`config.mk`:
```
export PLATFORM = sky130hd
export DESIGN_NAME = follower_tier_mode_fsm_core_flat
export DESIGN_NICKNAME = d
export VERILOG_FILES = /design/src/sv/ftm_pkg.sv /design/src/sv/ftm_if.sv /design/src/sv/ftm_gap_cmp.sv /design/src/sv/ftm_tier_core.sv /design/src/sv/follower_tier_mode_fsm_core.sv /design/src/flat_wrapper.sv
export SDC_FILE = /design/constraint.sdc
export NUM_CORES = 2
export LEC_CHECK = 0
export BUFFER_PORTS_ARGS = -buffer_cell sky130_fd_sc_hd__buf_2
export CORE_ASPECT_RATIO = 1.1
export CORE_MARGIN = 2
export CORE_UTILIZATION = 50
export DETAILED_ROUTE_END_ITERATION = 10
export GPL_TIMING_DRIVEN = 0
export HOLD_SLACK_MARGIN = 0.08
export PLACE_DENSITY = 0.73
export SLEW_MARGIN = 20
export SYNTH_ARGS = -nofsm -noshare
export SYNTH_HDL_FRONTEND = slang
export SYNTH_SLANG_ARGS = --single-unit
```
`constraint.sdc`:
```
create_clock -name clock -period 14.9 [get_ports clock]
set_input_delay 0 -clock clock [delete_from_list [all_inputs] [get_ports clock]]
set_output_delay 0 -clock clock [all_outputs]
set_load 0.05 [all_outputs]
```
`src/sv/ftm_pkg.sv`:
```
// ----------------------------------------------------------------------------
// ftm_pkg
// Shared types and constants of the follower tier mode selector: tier and
// reason codes, register indexes, the input item and the configuration set.
// ----------------------------------------------------------------------------
package ftm_pkg;

   localparam int unsigned CSR_INDEX_W = 3;
   localparam int unsigned CSR_DATA_W  = 32;
   localparam int unsigned RATIO_W     = 12;
   localparam int unsigned DIST_W      = 16;
   localparam int unsigned MS_W        = 32;
   localparam int unsigned TICK_W      = 16;

   localparam logic [TICK_W-1:0] DEFAULT_TICK_MS = TICK_W'(100);

   typedef enum logic [2:0] {
      TIER_PRED    = 3'd0,
      TIER_NORMAL  = 3'd1,
      TIER_REROUTE = 3'd2,
      TIER_CATCH   = 3'd3,
      TIER_HARD    = 3'd4,
      TIER_CRUMB   = 3'd5
   } tier_type;

   typedef enum logic [3:0] {
      RS_OBSTACLE = 4'd0,
      RS_CLEARED  = 4'd1,
      RS_TIMEOUT  = 4'd2,
      RS_FAR      = 4'd3,
      RS_HARD     = 4'd4,
      RS_CATCHUP  = 4'd5,
      RS_LOST     = 4'd6,
      RS_RESTORED = 4'd7,
      RS_RECEIVED = 4'd8
   } reason_type;

   typedef enum logic [CSR_INDEX_W-1:0] {
      CSR_HYSTERESIS   = 3'd0,
      CSR_CHASE        = 3'd1,
      CSR_HARD_CATCH   = 3'd2,
      CSR_BREADCRUMB   = 3'd3,
      CSR_COMM_TIMEOUT = 3'd4,
      CSR_REROUTE_MIN  = 3'd5
   } csr_index_type;

   localparam logic [RATIO_W-1:0] RST_HYSTERESIS   = RATIO_W'(26);
   localparam logic [RATIO_W-1:0] RST_CHASE        = RATIO_W'(384);
   localparam logic [RATIO_W-1:0] RST_HARD_CATCH   = RATIO_W'(512);
   localparam logic [RATIO_W-1:0] RST_BREADCRUMB   = RATIO_W'(1024);
   localparam logic [MS_W-1:0]    RST_COMM_TIMEOUT = MS_W'(60000);
   localparam logic [MS_W-1:0]    RST_REROUTE_MIN  = MS_W'(1000);

   typedef struct packed {
      logic [RATIO_W-1:0] hyst_q8;
      logic [RATIO_W-1:0] chase_q8;
      logic [RATIO_W-1:0] sprint_q8;
      logic [RATIO_W-1:0] trail_q8;
      logic [MS_W-1:0]    link_timeout_ms;
      logic [MS_W-1:0]    reroute_min_dwell_ms;
   } cfg_type;

   typedef struct packed {
      logic              obstacle_present;
      logic [DIST_W-1:0] gap_cm;
      logic [DIST_W-1:0] base_distance_cm;
      logic [MS_W-1:0]   loss_time_ms;
      logic              prediction_fresh;
      logic              link_alive;
      logic [TICK_W-1:0] tick_ms;
   } req_type;

endpackage

```
`src/sv/ftm_if.sv`:
```
// ----------------------------------------------------------------------------
// ftm_req_if / ftm_rsp_if
// Valid/ready channels carrying one input item and one result item.
// ----------------------------------------------------------------------------
interface ftm_req_if;
   logic        valid;
   logic        ready;
   logic        obstacle_present;
   logic [15:0] gap_cm;
   logic [15:0] base_distance_cm;
   logic [31:0] loss_time_ms;
   logic        prediction_fresh;
   logic        link_alive;
   logic [15:0] tick_ms;

   modport source (output valid, obstacle_present, gap_cm, base_distance_cm, loss_time_ms,
                   prediction_fresh, link_alive, tick_ms, input ready);
   modport sink (input valid, obstacle_present, gap_cm, base_distance_cm, loss_time_ms,
                 prediction_fresh, link_alive, tick_ms, output ready);
endinterface

interface ftm_rsp_if;
   logic       valid;
   logic       ready;
   logic       changed;
   logic [2:0] tier_now;
   logic [3:0] reason_code;

   modport source (output valid, changed, tier_now, reason_code, input ready);
   modport sink (input valid, changed, tier_now, reason_code, output ready);
endinterface

```
`src/sv/ftm_gap_cmp.sv`:
```
// ----------------------------------------------------------------------------
// ftm_gap_cmp
// Signed compare of gap * 256 against base distance times a Q4.8 ratio,
// with the hysteresis ratio taken off while already in the tier.
// ----------------------------------------------------------------------------
module ftm_gap_cmp import ftm_pkg::*; (
   input  logic [DIST_W-1:0]  gap_cm,
   input  logic [DIST_W-1:0]  base_distance_cm,
   input  logic [RATIO_W-1:0] ratio,
   input  logic [RATIO_W-1:0] hyst_q8,
   input  logic               own_tier,
   output logic               exceeds
);

   logic signed [RATIO_W:0]          ratio_adj;
   logic signed [DIST_W+RATIO_W+1:0] threshold;
   logic signed [DIST_W+RATIO_W+1:0] gap_scaled;

   assign ratio_adj  = $signed({1'b0, ratio})
                       - (own_tier ? $signed({1'b0, hyst_q8}) : $signed((RATIO_W+1)'(0)));
   assign threshold  = $signed({1'b0, base_distance_cm}) * ratio_adj;
   assign gap_scaled = $signed({(RATIO_W-6)'(0), gap_cm, 8'b0});
   assign exceeds    = gap_scaled > threshold;

endmodule

```
`src/sv/ftm_tier_core.sv`:
```
// ----------------------------------------------------------------------------
// ftm_tier_core
// Tier decision, dwell bookkeeping and the result register. One registered
// item is resolved per cycle whenever the result register can take it.
// ----------------------------------------------------------------------------
module ftm_tier_core import ftm_pkg::*; (
   input  logic       clock,
   input  logic       reset,
   input  cfg_type    cfg,
   input  logic       item_valid,
   input  req_type    item,
   output logic       item_take,
   output logic       rsp_valid,
   input  logic       rsp_ready,
   output logic       rsp_changed,
   output logic [2:0] rsp_tier_now,
   output logic [3:0] rsp_reason_code
);

   tier_type        tier_ff, tier_in;
   reason_type      reason_ff, reason_in;
   logic [MS_W-1:0] dwell_ff, dwell_in;
   logic            rsp_valid_ff, rsp_valid_in;
   logic            changed_ff, changed_in;

   logic            crumb_hit, hard_hit, catch_hit, timeout;
   tier_type        desired;
   logic [TICK_W-1:0] step_ms;
   logic [MS_W:0]   dwell_sum;
   logic [MS_W-1:0] dwell_adv;
   logic            hold_reroute;
   reason_type      reason_new;

   ftm_gap_cmp u_cmp_crumb (
      .gap_cm(item.gap_cm), .base_distance_cm(item.base_distance_cm),
      .ratio(cfg.trail_q8), .hyst_q8(cfg.hyst_q8),
      .own_tier(tier_ff == TIER_CRUMB), .exceeds(crumb_hit)
   );

   ftm_gap_cmp u_cmp_hard (
      .gap_cm(item.gap_cm), .base_distance_cm(item.base_distance_cm),
      .ratio(cfg.sprint_q8), .hyst_q8(cfg.hyst_q8),
      .own_tier(tier_ff == TIER_HARD), .exceeds(hard_hit)
   );

   ftm_gap_cmp u_cmp_catch (
      .gap_cm(item.gap_cm), .base_distance_cm(item.base_distance_cm),
      .ratio(cfg.chase_q8), .hyst_q8(cfg.hyst_q8),
      .own_tier(tier_ff == TIER_CATCH), .exceeds(catch_hit)
   );

   assign item_take = item_valid && (!rsp_valid_ff || rsp_ready);
   assign timeout   = item.loss_time_ms > cfg.link_timeout_ms;
   assign step_ms   = (item.tick_ms == '0) ? DEFAULT_TICK_MS : item.tick_ms;
   assign dwell_sum = {1'b0, dwell_ff} + {(MS_W+1-TICK_W)'(0), step_ms};
   assign dwell_adv = dwell_sum[MS_W] ? '1 : dwell_sum[MS_W-1:0];

   always_comb begin
      if (item.obstacle_present) begin
         desired = TIER_REROUTE;
      end else if (crumb_hit || timeout) begin
         desired = TIER_CRUMB;
      end else if (hard_hit) begin
         desired = TIER_HARD;
      end else if (catch_hit) begin
         desired = TIER_CATCH;
      end else if (item.prediction_fresh) begin
         desired = TIER_PRED;
      end else if (item.link_alive) begin
         desired = TIER_NORMAL;
      end else begin
         desired = TIER_CRUMB;
      end
   end

   always_comb begin
      if (desired == TIER_REROUTE) begin
         reason_new = RS_OBSTACLE;
      end else if (tier_ff == TIER_REROUTE) begin
         reason_new = RS_CLEARED;
      end else begin
         case (desired)
            TIER_CRUMB:  reason_new = timeout ? RS_TIMEOUT : RS_FAR;
            TIER_HARD:   reason_new = RS_HARD;
            TIER_CATCH:  reason_new = RS_CATCHUP;
            TIER_NORMAL: reason_new = RS_LOST;
            default:     reason_new = (tier_ff == TIER_CRUMB) ? RS_RESTORED : RS_RECEIVED;
         endcase
      end
   end

   assign hold_reroute = (tier_ff == TIER_REROUTE) && (desired != TIER_REROUTE)
                         && (dwell_ff < cfg.reroute_min_dwell_ms);

   always_comb begin
      tier_in      = tier_ff;
      reason_in    = reason_ff;
      dwell_in     = dwell_ff;
      changed_in   = changed_ff;
      rsp_valid_in = rsp_valid_ff && !rsp_ready;
      if (item_take) begin
         rsp_valid_in = 1'b1;
         if (hold_reroute || desired == tier_ff) begin
            dwell_in   = dwell_adv;
            changed_in = 1'b0;
         end else begin
            tier_in    = desired;
            reason_in  = reason_new;
            dwell_in   = '0;
            changed_in = 1'b1;
         end
      end
   end

   always_ff @(posedge clock) begin
      if (reset) begin
         tier_ff      <= TIER_NORMAL;
         reason_ff    <= RS_OBSTACLE;
         dwell_ff     <= '0;
         rsp_valid_ff <= 1'b0;
      end else begin
         tier_ff      <= tier_in;
         reason_ff    <= reason_in;
         dwell_ff     <= dwell_in;
         rsp_valid_ff <= rsp_valid_in;
      end
   end

   logic [2:0] rsp_tier_ff;
   logic [3:0] rsp_reason_ff;

   always_ff @(posedge clock) begin
      changed_ff <= changed_in;
      if (item_take) begin
         rsp_tier_ff   <= tier_in;
         rsp_reason_ff <= reason_in;
      end
   end

   assign rsp_valid       = rsp_valid_ff;
   assign rsp_changed     = changed_ff;
   assign rsp_tier_now    = rsp_tier_ff;
   assign rsp_reason_code = rsp_reason_ff;

endmodule

```
`src/sv/follower_tier_mode_fsm_core.sv`:
```
// ----------------------------------------------------------------------------
// follower_tier_mode_fsm_core
// Follower tier selector: picks a tier per control tick with hysteresis on
// gap thresholds and a minimum dwell in reroute, and reports the reason.
// Each accepted item is held in the input register, then resolved into the result register once it can take it.
// Throughput: one item per cycle while the result receiver is not stalling, set by the tier update.
// Reset (synchronous): normal tier, dwell 0, reason 0, registers to defaults.
// ----------------------------------------------------------------------------
module follower_tier_mode_fsm_core import ftm_pkg::*; (
   input  logic                   clock,
   input  logic                   reset,
   ftm_req_if.sink                req_chan,
   ftm_rsp_if.source              rsp_chan,
   input  logic                   csr_we,
   input  logic [CSR_INDEX_W-1:0] csr_index,
   input  logic [CSR_DATA_W-1:0]  csr_wdata
);

   cfg_type cfg_ff, cfg_in;
   logic    in_valid_ff, in_valid_in;
   req_type in_item_ff;
   logic    item_take;
   logic    req_accept;

   always_comb begin
      cfg_in = cfg_ff;
      if (csr_we) begin
         case (csr_index_type'(csr_index))
            CSR_HYSTERESIS:   cfg_in.hyst_q8              = csr_wdata[RATIO_W-1:0];
            CSR_CHASE:        cfg_in.chase_q8             = csr_wdata[RATIO_W-1:0];
            CSR_HARD_CATCH:   cfg_in.sprint_q8            = csr_wdata[RATIO_W-1:0];
            CSR_BREADCRUMB:   cfg_in.trail_q8             = csr_wdata[RATIO_W-1:0];
            CSR_COMM_TIMEOUT: cfg_in.link_timeout_ms      = csr_wdata[MS_W-1:0];
            CSR_REROUTE_MIN:  cfg_in.reroute_min_dwell_ms = csr_wdata[MS_W-1:0];
            default:          cfg_in = cfg_ff;
         endcase
      end
   end

   always_ff @(posedge clock) begin
      if (reset) begin
         cfg_ff.hyst_q8              <= RST_HYSTERESIS;
         cfg_ff.chase_q8             <= RST_CHASE;
         cfg_ff.sprint_q8            <= RST_HARD_CATCH;
         cfg_ff.trail_q8             <= RST_BREADCRUMB;
         cfg_ff.link_timeout_ms      <= RST_COMM_TIMEOUT;
         cfg_ff.reroute_min_dwell_ms <= RST_REROUTE_MIN;
      end else begin
         cfg_ff <= cfg_in;
      end
   end

   assign req_chan.ready = !in_valid_ff || item_take;
   assign req_accept     = req_chan.valid && req_chan.ready;
   assign in_valid_in    = req_accept || (in_valid_ff && !item_take);

   always_ff @(posedge clock) begin
      if (reset) begin
         in_valid_ff <= 1'b0;
      end else begin
         in_valid_ff <= in_valid_in;
      end
   end

   always_ff @(posedge clock) begin
      if (req_accept) begin
         in_item_ff.obstacle_present <= req_chan.obstacle_present;
         in_item_ff.gap_cm           <= req_chan.gap_cm;
         in_item_ff.base_distance_cm <= req_chan.base_distance_cm;
         in_item_ff.loss_time_ms     <= req_chan.loss_time_ms;
         in_item_ff.prediction_fresh <= req_chan.prediction_fresh;
         in_item_ff.link_alive       <= req_chan.link_alive;
         in_item_ff.tick_ms          <= req_chan.tick_ms;
      end
   end

   ftm_tier_core u_core (
      .clock           (clock),
      .reset           (reset),
      .cfg             (cfg_ff),
      .item_valid      (in_valid_ff),
      .item            (in_item_ff),
      .item_take       (item_take),
      .rsp_valid       (rsp_chan.valid),
      .rsp_ready       (rsp_chan.ready),
      .rsp_changed     (rsp_chan.changed),
      .rsp_tier_now    (rsp_chan.tier_now),
      .rsp_reason_code (rsp_chan.reason_code)
   );

endmodule

```
`src/flat_wrapper.sv`:
```
// flat-port wrapper written by rule: the top's interface ports become plain ports
module follower_tier_mode_fsm_core_flat import ftm_pkg::*;
  (clock, reset, csr_we, csr_index, csr_wdata, req_chan_valid, req_chan_obstacle_present, req_chan_gap_cm, req_chan_base_distance_cm, req_chan_loss_time_ms, req_chan_prediction_fresh, req_chan_link_alive, req_chan_tick_ms, req_chan_ready, rsp_chan_valid, rsp_chan_changed, rsp_chan_tier_now, rsp_chan_reason_code, rsp_chan_ready);
  ftm_req_if req_chan_i ();
  ftm_rsp_if rsp_chan_i ();
  input  logic clock;
  input  logic reset;
  input  logic csr_we;
  input  logic [CSR_INDEX_W-1:0] csr_index;
  input  logic [CSR_DATA_W-1:0] csr_wdata;
  input wire logic [$bits(req_chan_i.valid)-1:0] req_chan_valid;
  input wire logic [$bits(req_chan_i.obstacle_present)-1:0] req_chan_obstacle_present;
  input wire logic [$bits(req_chan_i.gap_cm)-1:0] req_chan_gap_cm;
  input wire logic [$bits(req_chan_i.base_distance_cm)-1:0] req_chan_base_distance_cm;
  input wire logic [$bits(req_chan_i.loss_time_ms)-1:0] req_chan_loss_time_ms;
  input wire logic [$bits(req_chan_i.prediction_fresh)-1:0] req_chan_prediction_fresh;
  input wire logic [$bits(req_chan_i.link_alive)-1:0] req_chan_link_alive;
  input wire logic [$bits(req_chan_i.tick_ms)-1:0] req_chan_tick_ms;
  output wire logic [$bits(req_chan_i.ready)-1:0] req_chan_ready;
  output wire logic [$bits(rsp_chan_i.valid)-1:0] rsp_chan_valid;
  output wire logic [$bits(rsp_chan_i.changed)-1:0] rsp_chan_changed;
  output wire logic [$bits(rsp_chan_i.tier_now)-1:0] rsp_chan_tier_now;
  output wire logic [$bits(rsp_chan_i.reason_code)-1:0] rsp_chan_reason_code;
  input wire logic [$bits(rsp_chan_i.ready)-1:0] rsp_chan_ready;
  assign req_chan_i.valid = req_chan_valid;
  assign req_chan_i.obstacle_present = req_chan_obstacle_present;
  assign req_chan_i.gap_cm = req_chan_gap_cm;
  assign req_chan_i.base_distance_cm = req_chan_base_distance_cm;
  assign req_chan_i.loss_time_ms = req_chan_loss_time_ms;
  assign req_chan_i.prediction_fresh = req_chan_prediction_fresh;
  assign req_chan_i.link_alive = req_chan_link_alive;
  assign req_chan_i.tick_ms = req_chan_tick_ms;
  assign req_chan_ready = req_chan_i.ready;
  assign rsp_chan_valid = rsp_chan_i.valid;
  assign rsp_chan_changed = rsp_chan_i.changed;
  assign rsp_chan_tier_now = rsp_chan_i.tier_now;
  assign rsp_chan_reason_code = rsp_chan_i.reason_code;
  assign rsp_chan_i.ready = rsp_chan_ready;
  follower_tier_mode_fsm_core u_core (.clock(clock), .reset(reset), .req_chan(req_chan_i), .rsp_chan(rsp_chan_i), .csr_we(csr_we), .csr_index(csr_index), .csr_wdata(csr_wdata));
endmodule
```
==> summary.md <==
| Metric | Value |
|---|---|
| Root buffer cell | clkbuf_16 |
| Crit. Startpoint | u_core.u_core.tier_ff[0] |
| Number of flops mapped to enable cells by yosys | 91 |
| Main combinational cell family by area after synthesis | adder cells |
| # Post-CTS Setup Buffers | 0 |
| Largest net degree at the start of global routing | 46 |
| Fin Clk Skew | 0.0115 ns |
| Crit path DAT | 14.06 ns |
| Drt wl/cell | 20.2 um |
| Worst-Skew Late Latency | 0.59 ns |
| Vias | 29,882 |
| Worst min path class | in2reg |
| Full die area | 0.0735 mm2 |
| Slowest CP cell | o32ai_2 |
| Status | completed |
| Total CTS buffers | 29 |
| Top_reg_cell synth | dfxtp_1 |
| Post-layout min period | 13.71 ns |
| Net Count, Synth | 5,094 |
| Seq/Total Area, Yosys | 16.2% |
| Final net count | 5,385 |
| Pins Over Slew Limit | 0 |
| Buffers on Ports | 131 |
| Area share of fa/ha/maj cells after synthesis | 42.8% |
| Vias in the first global route | 30,434 |
| Max H-tree Level | 1 |
| Area growth, synth to finish | 11.5% |
| Crit end category | flip-flop |
| DRC viols | 0 |
| RSZ-0062 raised after global routing | false |
| Min Hold Slack | 0.115 ns |
| Clock-pin slew on the worst setup and hold paths | 0.06 ns |
| Final setup viols | 0 |
| #FFs+latches synth | 244 |
| Final hold viol count | 0 |
| Layout cell share with drive strength beyond 1 | 6.65% |
| Routed Antenna Nets | 0 |
| Place WS | 1.59 ns |
| Async S/R FF share, synth | 0% |
| Netlist cell types | 87 |
| CTS tree | yes |
| Max Cap Violations | 0 |
| Critical Path RT | 15.26 ns |
| GP Congestion | 1.00 |
| Highest Clock Rate | 0.0730 GHz |
| Top cells by area, synth | fa_1 (26%), ha_1 (17%), dfxtp_1 (8.6%), edfxtp_1 (7.7%), nand2_1 (7.4%) |
| Worst-case reg-to-reg path depth | 48 |
| Rows | 102 |
| Final period util | 92.0% |
| Via density | 5.66 |
| Post-synthesis cell count | 4,032 |
| Worst flop-to-flop path endpoint | u_core.u_core.rsp_reason_code[1] |
| Ys Warns | 0 |
| Crit-path max cell delay | 0.65 ns |
| Worst Path Max Fanout | 10 |
| Worst setup margin | 1.19 ns |
| Congestion Overflow GR | 0 |
| Num ports | 133 |
| Total GRT Usage | 29.1% |
| Synth Area in Simple Gates | 18.2% |
| CTS Buffer Depth | 3 |
| R2r setup slk | 1.19 ns |
| Mean post-synth cell area | 8.85 um2 |
| Diode count | 0 |
| CTS Sinks | 244 |
| Area fraction in compound gates after synthesis | 10.7% |
| DP HPWL | 84.3 mm |
| Antenna violations before repair | 2 |
| Slew margin rel. | 24.0% |
| Worst setup path endpoint | u_core.u_core.rsp_reason_code[1] |
| Initial cell density of the core | 50.6% |
| TritonRoute pass-1 iters | 6 |
| Worst-margin pin slew | 1.13 ns |
| Die height | 284 um |
| Post-Synth XOR/XNOR Area | 2.39% |
| Synth area leader | fa_1 |
| Startpoint class of the critical path | flip-flop |
| Top cell type's share of synthesized area | 26.2% |
| Core area | 0.0704 mm2 |
| Critical path type | reg2reg |
| R2r startpoint | u_core.u_core.tier_ff[0] |
| Synth Cell Area | 0.0357 mm2 |
| Synth cell count leaders | nand2_1 (704), inv_1 (563), ha_1 (473), fa_1 (466), a21oi_1 (224) |
| Post-synthesis mux area share | 1.71% |
| Most frequent cell after synthesis | nand2_1 |
| First-pass GRT wire length | 165 mm |
| DRT iter0 DRCs | 2,317 |
| Die width | 259 um |
| Post-Route WL | 106 mm |
| Setup TNS | 0 ns |
## registers in the layout, summed over array words and instances, names as in the netlist, 3 cells and up
register and flops:
u_core.u_core.reason_ff 4, u_core.u_core.rsp_reason_code 4, u_core.u_core.dwell_ff 32, u_core.u_core.rsp_tier_now 3, u_core.cfg_ff 112, u_core.u_core.tier_ff 3
u_core.in_item_ff 83
## critical path, delay by kind of cell (launching register included)
family                     cells  cell delay, ns
DFF                            1            0.30
buffers and inverters          6            1.32
xor gates and xnor gates       1            0.13
adders and majority gates      9            3.97
and+or+nand+nor               11            2.65
AOI/OAI and AO/OA             21            5.09
## per-stage QoR
step                util [%]  area, um2  std cells
finish                  56.4      39800       5281
global route            56.4      39800       5281
CTS                     56.4      39800       5281
detailed placement      53.3      37500       5100
global placement        53.2      37500       5099
floorplan                  -      35700       4032
## final cells by class
| type | count | area [um2] |
|---|---|---|
| Buffer | 183 | 748 |
| Fill cell | 6333 | 30700 |
| Clock inverter | 17 | 180 |
| Sequential cell | 244 | 5800 |
| Inverter | 563 | 2110 |
| Clock buffer | 36 | 762 |
| Multi-Input combinational cell | 3042 | 27000 |
| Tap cell | 936 | 1170 |
| Timing Repair Buffer | 260 | 1960 |
## worst min path at each step
stage                                       end                 startpoint  slack [ns]  cells past startpoint
after detailed placement  u_core.in_item_ff[41]  req_chan_loss_time_ms[23]        0.18                      1
final                     u_core.in_item_ff[14]       req_chan_tick_ms[14]        0.12                      2
after CTS                 u_core.in_item_ff[41]  req_chan_loss_time_ms[23]        0.09                      2
after global routing      u_core.in_item_ff[23]   req_chan_loss_time_ms[5]        0.12                      2
after floorplan            u_core.in_item_ff[0]        req_chan_tick_ms[0]         0.1                      0
after global placement    u_core.in_item_ff[23]   req_chan_loss_time_ms[5]        0.18                      1
## cell families after synthesis
group | count (synthesis)
flops | 244
mux | 58
xor+xnor | 92
buf+inv | 746
compound gates | 580
simple gates | 1373
fa+ha+maj | 939
## metal layers
| layer | vias to the layer above | global-route usage, % | routed length [um] |
|---|---|---|---|
| met5 | - | 0 | 13 |
| li1 | 13691 | - | - |
| met3 | 383 | 6.69 | 9890 |
| met1 | 14436 | 34.4 | 39100 |
| met2 | 1370 | 47.9 | 49100 |
| met4 | 2 | 18.1 | 8270 |
## layout by cell type (no fill, tap or decap), types with 128 or more instances in the layout
| cell type | Yosys | routed |
|---|---|---|
| a21oi_1 | 224 | 224 |
| dlygate4sd3_1 | 0 | 128 |
| nor2_1 | 139 | 139 |
| inv_1 | 563 | 563 |
| dfxtp_1 | 153 | 153 |
| fa_1 | 466 | 466 |
| buf_2 | 8 | 139 |
| nand2_1 | 704 | 704 |
| ha_1 | 473 | 473 |
| clkbuf_1 | 168 | 173 |
## repair_timing
item / CTS / global route
hold buffers: 128 / 0
gates resized for setup: 0 / 0
hold endpoints to repair: 197 / 0
Power is not shown: default switching activity piles up to over one toggle a cycle in this logic, so the estimate is an artifact.
